### src/rtl/vaft_pkg.sv
// shared constants, types and the micro-rotation angle function of the vector angle block
package vaft_pkg;

  // default number of micro-rotations (legal range 16 to 40)
  localparam int unsigned ITERATIONS_DEF = 32;

  // fraction bits of the internal angle
  localparam int unsigned FRAC = 60;
  // coordinate and difference widths
  localparam int unsigned CW = 32;
  localparam int unsigned DW = CW + 1;
  // normalized operand width, top bit is the normalization target
  localparam int unsigned NW = 59;
  // rotation datapath widths (x, y and z all stay below 2^61 in magnitude)
  localparam int unsigned XW = 62;
  localparam int unsigned ZW = 62;
  // octant angle after unfolding (below pi/2) and full-turn angle (below 2*pi)
  localparam int unsigned OW = 61;
  localparam int unsigned FW = 63;
  // result angle width
  localparam int unsigned AW = 32;

  localparam logic [63:0] PI_F         = 64'h3243F6A8885A308D;
  localparam logic [63:0] HALF_PI_F    = 64'h1921FB54442D1846;
  localparam logic [63:0] QUARTER_PI_F = 64'h0C90FDAA22168C23;
  localparam logic [63:0] TWO_PI_F     = 64'h6487ED5110B4611A;
  localparam logic [AW-1:0] ANGLE_MAX  = 32'd3373259425;

  // which way the octant angle is unfolded into the full turn
  typedef enum logic [1:0] {
    QUAD_FIRST  = 2'd0,  // angle as is
    QUAD_SECOND = 2'd1,  // pi minus angle
    QUAD_THIRD  = 2'd2,  // pi plus angle
    QUAD_FOURTH = 2'd3   // 2*pi minus angle
  } quad_t;

  // item flags carried alongside the rotation datapath
  typedef struct packed {
    logic  eq;
    logic  swap;
    quad_t quad;
  } side_t;

  // atan(2^-idx) at FRAC fraction bits, alternating power series, each term truncated
  function automatic logic [FRAC-1:0] micro_angle(input int unsigned idx);
    logic [63:0] sum;
    logic [63:0] term;
    logic [63:0] quo;
    logic [63:0] rem;
    logic [63:0] den;
    int unsigned k;
    int unsigned sh;
    sum = 64'd0;
    k = 0;
    if (idx == 0) begin
      return QUARTER_PI_F[FRAC-1:0];
    end
    for (sh = idx; sh < FRAC; sh += 2 * idx) begin
      term = (64'd1 << FRAC) >> sh;
      den = 64'(2 * k + 1);
      quo = 64'd0;
      rem = 64'd0;
      // shift-subtract quotient of term by the odd series index
      for (int b = 63; b >= 0; b--) begin
        rem = {rem[62:0], term[b]};
        if (rem >= den) begin
          rem = rem - den;
          quo[b] = 1'b1;
        end
      end
      if (k[0]) begin
        sum = sum - quo;
      end else begin
        sum = sum + quo;
      end
      k++;
    end
    return sum[FRAC-1:0];
  endfunction

endpackage

### src/rtl/vaft_ifs.sv


interface vaft_out_if;
  logic        valid;
  logic        ready;
  logic [31:0] angle;
  logic        points_equal;

  modport source (output valid, output angle, output points_equal, input ready);
  modport sink   (input valid, input angle, input points_equal, output ready);
endinterface

### src/rtl/vaft_obuf.sv
// output register with skid stage for the angle result channel
module vaft_obuf import vaft_pkg::*; (
  input  logic          clk,
  input  logic          rst,
  input  logic          in_valid,
  input  logic [AW-1:0] angle_in,
  input  logic          eq_in,
  output logic          in_ready,
  vaft_out_if.source    res
);

  logic          out_valid;
  logic [AW-1:0] out_angle;
  logic          out_eq;
  logic          skid_valid;
  logic [AW-1:0] skid_angle;
  logic          skid_eq;
  logic          pop;
  logic          push;

  assign in_ready = !skid_valid;
  assign pop      = out_valid && res.ready;
  assign push     = in_valid && !skid_valid;

  assign res.valid        = out_valid;
  assign res.angle        = out_angle;
  assign res.points_equal = out_eq;

  always_ff @(posedge clk) begin
    if (rst) begin
      out_valid  <= 1'b0;
      skid_valid <= 1'b0;
    end else if (skid_valid) begin
      if (pop) begin
        skid_valid <= 1'b0;
      end
    end else if (push) begin
      if (!out_valid || pop) begin
        out_valid <= 1'b1;
      end else begin
        skid_valid <= 1'b1;
      end
    end else if (pop) begin
      out_valid <= 1'b0;
    end
  end

  always_ff @(posedge clk) begin
    if (skid_valid) begin
      if (pop) begin
        out_angle <= skid_angle;
        out_eq    <= skid_eq;
      end
    end else if (push) begin
      if (!out_valid || pop) begin
        out_angle <= angle_in;
        out_eq    <= eq_in;
      end else begin
        skid_angle <= angle_in;
        skid_eq    <= eq_in;
      end
    end
  end

endmodule

### src/flat_wrapper.sv
// flat-port wrapper written by rule: the top's interface ports become plain ports
module vaft_obuf_flat import vaft_pkg::*;
  (clk, rst, in_valid, angle_in, eq_in, in_ready, res_valid, res_angle, res_points_equal, res_ready);
  vaft_out_if res_i ();
  input  logic clk;
  input  logic rst;
  input  logic in_valid;
  input  logic [AW-1:0] angle_in;
  input  logic eq_in;
  output logic in_ready;
  output wire logic [$bits(res_i.valid)-1:0] res_valid;
  output wire logic [$bits(res_i.angle)-1:0] res_angle;
  output wire logic [$bits(res_i.points_equal)-1:0] res_points_equal;
  input wire logic [$bits(res_i.ready)-1:0] res_ready;
  assign res_valid = res_i.valid;
  assign res_angle = res_i.angle;
  assign res_points_equal = res_i.points_equal;
  assign res_i.ready = res_ready;
  vaft_obuf u_core (.clk(clk), .rst(rst), .in_valid(in_valid), .angle_in(angle_in), .eq_in(eq_in), .in_ready(in_ready), .res(res_i));
endmodule
### config.mk
export PLATFORM = sky130hd
export DESIGN_NAME = vaft_obuf_flat
export DESIGN_NICKNAME = d
export VERILOG_FILES = /design/src/rtl/vaft_pkg.sv /design/src/rtl/vaft_ifs.sv /design/src/rtl/vaft_obuf.sv /design/src/flat_wrapper.sv
export SDC_FILE = /design/constraint.sdc
export NUM_CORES = 1
export LEC_CHECK = 0
export ABC_CLOCK_PERIOD_IN_PS = 3800
export BUFFER_PORTS_ARGS = -buffer_cell sky130_fd_sc_hd__buf_2
export CORE_AREA = 2 2 74 76
export DETAILED_ROUTE_END_ITERATION = 8
export DIE_AREA = 0 0 76 78
export GPL_TIMING_DRIVEN = 0
export PLACE_DENSITY_LB_ADDON = 0.05
export RECOVER_POWER = 100
export SLEW_MARGIN = 20
export SYNTH_ARGS = -nofsm -noshare
export SYNTH_HDL_FRONTEND = slang
export SYNTH_SLANG_ARGS = --single-unit
### constraint.sdc
create_clock -name clk -period 3.8 [get_ports clk]
set_clock_uncertainty 0.15 [all_clocks]
set_input_delay 0 -clock clk [delete_from_list [all_inputs] [get_ports clk]]
set_output_delay 0 -clock clk [all_outputs]
set_load 0.03 [all_outputs]
==> impl_metrics.yaml, run 1 <==
clocking:
  htree_levels: 3
  cts_tree: "yes"
  cts_made_buffers: 9
  clock-root-buffer: "clkbuf_8"
  cts_sinks: 68
  postCtsResizedCells: 0
  path_clk_slew_ps: 70
  cts_max_path_buffers: 2
  clk_latency_ps: 330
floorplan:
  die_h_um: 78
  core_um2: 5040
  io_pins: 72
  start_util_pct: 50.9
  chipWidth_um: 76
  rows: 26
  dieArea_um2: 5930
power_and_ir_drop:
  p_sw_uw: 384
  vdd_drop_max_uv: 266
  power.total_mw: 1.58
  comb_power_share_pct: 13.8
  p_sw_share_pct: 24.3
  power.density_nw_per_um2: 458
  p_leak_nw: 1.18
  p_seq_share_pct: 56.3
  p_int_mw: 1.20
  pwr-share-clk_pct: 29.9
drt:
  drt-initial-drc-count: 44
  drc: 0
  antenna_left: 0
  wl_um: 4600
  drtPass1Iterations: 4
  vias: 1458
  vias_per_cell: 4.67
  routedWlPerCell_um: 14.8
layout:
  drive_gt1_share_pct: 18.2
  seqCellArea_um2: 2020
  multiInputGateArea_um2: 448
  fillers: 390
  syn2layout_area_growth_pct: 34.6
  layout_commonest_cell: "clkbuf_1"
  final_cell_mix: "68 x clkbuf_1, 66 x edfxtp_1, 37 x dlygate4sd3_1, 17 x mux2_2, 14 x mux2_1"
  fin_util_pct: 68.5
  antennaDiodeCount: 0
  fin_nets: 274
  instances_no_fill: 312
logic_synthesis:
  yosys_warnings: 0
  synth_compound_area_share_pct: 1.02
  synth_fa_ha_area_share_pct: 0
  synth_top_cell_area_share_pct: 77.3
  synth_xor_area_share_pct: 0
  synth_area_per_cell_um2: 22.1
  synth_top_family_by_area: "multiplexers"
  yosys.area_share.simple_pct: 0.829
  synth.area.top_cells: "edfxtp_1 77%, mux2_4 9.4%, mux2_2 7.5%"
  synth.area.mux_share_pct: 17.2
  syn_nets: 153
  syn_area_um2: 2560
  synth.yosys.seq_area_share_pct: 78.8
  yosysTopAreaCell: "edfxtp_1"
  synthCells: 116
  ys_ff_latch: 68
  synth_cell_type_count: 15
timing:
  rsz0062_at_grt: "false"
  maxSlewViolCount: 0
  min_period_ps: 2370
  hold_viol: 0
  layout_setup_ws_ps: 1430
  tightest_slew_ps: 901
  clock.fmax_mhz: 422
  post-route-period-util_pct: 62.3
  setup_viol: 0
  setup-tns-final_ps: 0
  slew_headroom_pct: 39.9
critical_path:
  crit_fanout: 17
  critPathKind: "reg -> reg"
  end_kind: "register"
  cp-start-kind: "register"
  critical_path_required_ps: 3680
  worstPathArrival_ps: 2250
status:
  status: "complete, no violations"
flow_run:
  drv_cap: 0
place:
  dp_hpwl_um: 2900
  place_congestion: 0.664
  post-place-cells: 259
  dp_slack_ps: 1860
  port_buffers: 71
global_route:
  grt_pass1_wl_um: 7470
  grt_max_degree: 22
  gr-total-overflow: 0
  antenna_found_initial: 0
  first_global_vias: 1546
  track_usage_pct: 16.7
worst_hold_path:
  min_path_type: "in -> reg"
-- Yosys cell counts --
cell type / number
edfxtp_1: 66
o32ai_1: 1
and4_1: 1
inv_1: 3
mux2_4: 16
nor2b_1: 1
a211oi_1: 1
buf_6: 2
buf_8: 1
mux2i_1: 1
nand2b_1: 1
dfxtp_1: 2
mux2_2: 17
buf_2: 1
a21oi_1: 2
-- sequential cells by signal, indices dropped and copies added (netlist names) --
register / flops
u_core.res.angle: 32
u_core.skid_eq: 1
u_core.skid_valid: 1
u_core.skid_angle: 32
u_core.res.points_equal: 1
u_core.res.valid: 1
-- path summary, 6_finish.rpt --
| check | from | to | slack [ps] | cells past startpoint |
|---|---|---|---|---|
| worst max-delay path | u_core.skid_valid | u_core.skid_angle[4] | 1430 | 5 |
| worst min-delay path | res_ready | u_core.res.angle[20] | 100 | 3 |
| worst max register to register | u_core.skid_valid | u_core.skid_angle[4] | 1430 | 5 |
| worst min register to register | u_core.skid_angle[17] | u_core.res.angle[17] | 390 | 1 |
-- kinds of logic after synthesis --
logic type / count (synthesis)
compound gates: 4
mux: 34
flops: 68
buf+inv: 7
simple gates: 3
-- stage by stage --
step	instance area [um^2]	hold slack, ps
2_1_floorplan	2560	-71.5
3_3_place_gp	3010	41.1
3_5_place_dp	3080	42.9
4_1_cts	3600	88.2
5_1_grt	3450	114
6_report	3450	97.0
-- final cells by class --
cell class              instances  area share, %
repair buffers                110           20.4
well taps                      70           2.54
flip-flops and latches         68           58.6
inverters                       3          0.326
clock inverters                 3          0.399
multi-input cells              41           13.0
plain buffers                   4          0.761
clock buffers                  13           4.02
-- power groups by stage --
stage	Sequential, mW	Clock [mW]	Combinational, mW
3_3_place_gp	0.905	0	0.199
6_report	0.889	0.472	0.218
3_5_place_dp	0.905	0	0.216
5_1_grt	0.893	0.518	0.233
4_1_cts	0.889	0.488	0.246
2_1_floorplan	0.972	0	0.0709
-- what timing repair did --
item | in CTS | in global routing
setup endpoints to repair | 0 | 0
setup buffers | 0 | 0
endpoints found under the hold margin | 68 | 0
hold buffers | 37 | 0
-- metal layers --
metal	part of all wire [%]	routed length (um)	vias up	global-route usage, %
met1	43	1970	692	19.6
li1	-	-	703	-
met4	2.0	93	0	9.82
met5	0	0	-	0
met3	4.9	225	9	3.49
met2	50	2310	54	28.7
-- worst max-delay path, cell delays in order, from the launching register on --
cell and delay, ps:
dfxtp_1 310, clkbuf_1 270, buf_8 240, inv_1 70, and4_1 790, buf_16 240
Power figures use the tool's default switching activity.
==> inputs of run 2 (changes only) <==
ABC_CLOCK_PERIOD_IN_PS = 2400   (was 3800)
clock period = 2.4 ns   (was 3.8 ns; I/O delays follow)
==> run 2 against run 1 <==
Effect of this change:
- worst setup slack lost 980 ps
- sequential cell count is the same
- count of clock-buffer cells in the layout is the same
- global-route usage shrank 0.77 points
- maximum frequency grew 22%
- combinational power grew 59%
- clock power grew 87%
- sequential share of layout area shrank 0.75 points
- wire length shrank 3.1%
- first-iteration DRC count grew 52%
- hold slack gained 23 ps
- critical endpoint is now u_core.res.angle[12]
- largest cell class unchanged
==> impl_metrics.yaml, run 2 (synthesis results as in run 1) <==
status:
  status: "complete, no violations"
global_route:
  track_usage_pct: 16.0
  grt_pass1_wl_um: 7140
  gr-total-overflow: 0
  grt_max_degree: 25
  first_global_vias: 1586
  antenna_found_initial: 0
timing:
  maxSlewViolCount: 0
  hold_viol: 0
  min_period_ps: 1950
  rsz0062_at_grt: "false"
  tightest_slew_ps: 649
  slew_headroom_pct: 56.7
  setup_viol: 0
  layout_setup_ws_ps: 452
  setup-tns-final_ps: 0
  clock.fmax_mhz: 513
  post-route-period-util_pct: 81.2
flow_run:
  drv_cap: 0
critical_path:
  critPathKind: "reg -> reg"
  cp-start-kind: "register"
  endpoint: "u_core.res.angle[12]"
  reg2reg_from: "u_core.skid_valid"
  r2r_end: "u_core.res.angle[12]"
  critical_path_required_ps: 2280
  rr_worst_depth: 5
  crit_fanout: 19
  end_kind: "register"
  worstPathArrival_ps: 1830
  r2r_slack_ps: 450
  cp-startpoint: "u_core.skid_valid"
drt:
  drtPass1Iterations: 4
  routedWlPerCell_um: 14.3
  vias_per_cell: 4.63
  wl_um: 4460
  antenna_left: 0
  drc: 0
  vias: 1444
  drt-initial-drc-count: 67
place:
  post-place-cells: 259
  place_congestion: 0.691
  dp_slack_ps: 407
  port_buffers: 71
  dp_hpwl_um: 2950
worst_hold_path:
  min_path_type: "in -> reg"
clocking:
  htree_levels: 3
  cts_setup_buffers: 0
  path_clk_slew_ps: 70
  cts_made_buffers: 9
  cts_tree: "yes"
  postCtsResizedCells: 0
  clock-root-buffer: "clkbuf_8"
  cts-hold-fix-buffers: 37
  clk_latency_ps: 320
  cts_sinks: 68
  cts_max_path_buffers: 2
layout:
  fin_util_pct: 69.4
  antennaDiodeCount: 0
  instances_no_fill: 312
  layout_commonest_cell: "edfxtp_1"
  syn2layout_area_growth_pct: 36.3
  final_cell_mix: "66 x edfxtp_1, 59 x clkbuf_1, 37 x dlygate4sd3_1, 17 x mux2_2, 16 x buf_2"
  fin_nets: 274
  drive_gt1_share_pct: 22.3
floorplan:
  dieArea_um2: 5930
  die_h_um: 78
  chipWidth_um: 76
  core_um2: 5040
  start_util_pct: 50.9
  io_pins: 72
  rows: 26
power_and_ir_drop:
  power.density_nw_per_um2: 754
  comb_power_share_pct: 13.1
  p_seq_share_pct: 53.4
  p_leak_nw: 1.22
  p_int_mw: 2.03
  power.total_mw: 2.64
  vdd_drop_max_uv: 554
  p_sw_share_pct: 23.0
  p_sw_uw: 606
  pwr-share-clk_pct: 33.5
-- run 2: cell type report --
class,instances,area (um^2)
fill,394,1550
tap,70,87.6
clock inverter,3,40.0
multi-input combinational,41,448
sequential,68,2020
timing repair buffer,110,706
buffer,4,33.8
inverter,3,11.3
clock buffer,13,149
-- run 2: worst min-delay path by stage --
| stage | slack [ps] | cells after the start | end | startpoint |
|---|---|---|---|---|
| final | 120 | 3 | u_core.res.angle[6] | res_ready |
| after global routing | 150 | 3 | u_core.res.angle[24] | res_ready |
| after CTS | 110 | 3 | u_core.res.angle[6] | res_ready |
| after detailed placement | 40 | 1 | u_core.skid_angle[1] | angle_in[1] |
| after global placement | 40 | 1 | u_core.skid_angle[27] | angle_in[27] |
| after floorplan | -70 | 1 | u_core.skid_valid | rst |
-- run 2: routing by layer --
metal  up-vias  global-route usage (%)  part of all wire, %
met2        49                    26.5                   49
met3         5                    6.51                  7.2
met5         -                       0                    0
li1        702                       -                    -
met1       688                    18.8                   43
met4         0                    6.00                  1.1
-- run 2: worst max-delay path: stages, from the launching register on --
cell and delay (ps):
dfxtp_1 340, buf_6 160, buf_8 150, mux2i_1 110
a21oi_4 490, buf_16 240
-- run 2: metrics by stage --
step | hold slack, ps | instance area, um^2
final | 120 | 3500
after global routing | 146 | 3500
after CTS | 110 | 3630
after detailed placement | 42.8 | 3070
after global placement | 41.0 | 3010
after floorplan | -71.5 | 2570
-- run 2: power groups by stage --
stage | logic, mW | clock network, mW | registers [mW]
after floorplan | 0.113 | 0 | 1.54
after detailed placement | 0.342 | 0 | 1.43
after global routing | 0.370 | 0.960 | 1.41
final | 0.346 | 0.883 | 1.41
after global placement | 0.316 | 0 | 1.43
after CTS | 0.389 | 0.914 | 1.41
==> inputs of run 3 (changes only) <==
ABC_CLOCK_PERIOD_IN_PS = 2000   (was 2400)
clock period = 2 ns   (was 2.4 ns; I/O delays follow)
==> run 3 against run 2 <==
Effect of this change:
- worst setup slack got worse by 200 ps
- non-clock buffer count did not move
- sequential cell count is the same
- clock power is 2% lower
- wire length rose by 2.4%
- design area down 0.82%
- count of clock-buffer cells in the layout shrank 3
- core utilization down 0.57 points
- first-iteration DRC count shrank 16%
- sequential power rose by 20%
- critical path type unchanged
- critical endpoint is now u_core.res.angle[26]
- largest power group unchanged
==> impl_metrics.yaml, run 3 (synthesis results as in run 1) <==
status:
  status: "complete, no violations"
layout:
  fillers: 393
  drive_gt1_share_pct: 22.8
  final_cell_mix: "66 x edfxtp_1, 58 x clkbuf_1, 37 x dlygate4sd3_1, 17 x mux2_2, 14 x buf_2"
  fin_nets: 275
  layout_commonest_cell: "edfxtp_1"
  multiInputGateArea_um2: 470
  antennaDiodeCount: 0
  seqCellArea_um2: 2020
  syn2layout_area_growth_pct: 35.2
timing:
  maxSlewViolCount: 0
  rsz0062_at_grt: "false"
  holdWs_ps: 229
  post-route-period-util_pct: 87.3
  slew_headroom_pct: 62.9
  min_period_ps: 1750
  setup_viol: 0
  clock.fmax_mhz: 573
  hold_viol: 0
  tightest_slew_ps: 557
drt:
  drtPass1Iterations: 4
  antenna_left: 0
  vias_per_cell: 4.70
  routedWlPerCell_um: 14.7
  drc: 0
  wl_um: 4570
  drt-initial-drc-count: 56
  vias: 1463
power_and_ir_drop:
  vdd_drop_max_uv: 570
  power.total_mw: 2.98
  power.density_nw_per_um2: 860
  p_leak_nw: 1.20
clocking:
  cts_tree: "yes"
  cts_made_buffers: 9
  htree_levels: 3
  clock-root-buffer: "clkbuf_8"
  path_clk_slew_ps: 60
  cts_max_path_buffers: 2
  clk_latency_ps: 330
  cts_sinks: 68
global_route:
  track_usage_pct: 16.6
  antenna_found_initial: 0
  first_global_vias: 1599
  grt_pass1_wl_um: 7340
  grt_max_degree: 34
  gr-total-overflow: 0
place:
  port_buffers: 71
  dp_hpwl_um: 2740
  place_congestion: 0.673
critical_path:
  cp-start-kind: "register"
  rr_worst_depth: 5
  crit_fanout: 16
  worstPathArrival_ps: 1680
  critPathKind: "reg -> reg"
  end_kind: "register"
  critical_path_required_ps: 1940
floorplan:
  core_um2: 5040
  start_util_pct: 50.9
  io_pins: 72
  rows: 26
  chipWidth_um: 76
  dieArea_um2: 5930
  die_h_um: 78
worst_hold_path:
  hold_depth: 4
  min_path_type: "in -> reg"
flow_run:
  drv_cap: 0
==> run 3: layer usage <==
| layer | global-route usage, % | up-vias | wire (um) |
|---|---|---|---|
| met5 | 0 | - | 0 |
| met4 | 11.5 | 0 | 105 |
| met3 | 3.49 | 11 | 165 |
| met2 | 28.3 | 49 | 2310 |
| met1 | 18.9 | 701 | 1980 |
| li1 | - | 702 | - |
==> run 3: worst paths after layout <==
kind,endpoint,from,slack [ps]
max,u_core.res.angle[26],u_core.skid_valid,250
min,u_core.res.angle[31],res_ready,230
max reg2reg,u_core.res.angle[26],u_core.skid_valid,250
min reg2reg,u_core.res.angle[10],u_core.skid_angle[10],390
==> run 3: metrics by stage <==
step                      utilization (%)  area (um^2)  TNS [ps]  setup WS [ps]  instances
after CTS                            70.5         3550         0           88.9        309
after global placement               59.9         3020     -5020           -154        257
after detailed placement             59.9         3020     -7150           -208        257
after global routing                 68.8         3470         0            149        311
final                                68.8         3470         0            255        311
after floorplan                         -         2580         0           25.4        116
==> run 3: final cells by class <==
class,count,area share (%)
buffer,4,1.01
tap,70,2.53
timing repair buffer,110,20.1
sequential,68,58.3
inverter,3,0.325
multi-input combinational,42,13.6
clock buffer,10,3.68
clock inverter,4,0.541
==> run 3: what timing repair did <==
item,4_1_cts,5_1_grt
setup buffers,0,2
hold buffers,37,0
cloned,1,0
hold endpoints to repair,68,0
pin swaps,0,0
gates resized for setup,2,0
setup endpoints to repair,66,33
==> run 3: worst max-delay path, stage by stage (launching register included) <==
cell and delay [ps]:
dfxtp_1 340, buf_6 160, buf_8 150, mux2i_1 460, a21oi_4 70, buf_12 180
==> run 3: power breakdown <==
group / switching [mW] / leakage (nW) / internal (mW) / total, mW
Combinational: 0.255 / 0.487 / 0.170 / 0.425
Sequential: 0.0259 / 0.635 / 1.67 / 1.69
Clock: 0.442 / 0.0792 / 0.425 / 0.866
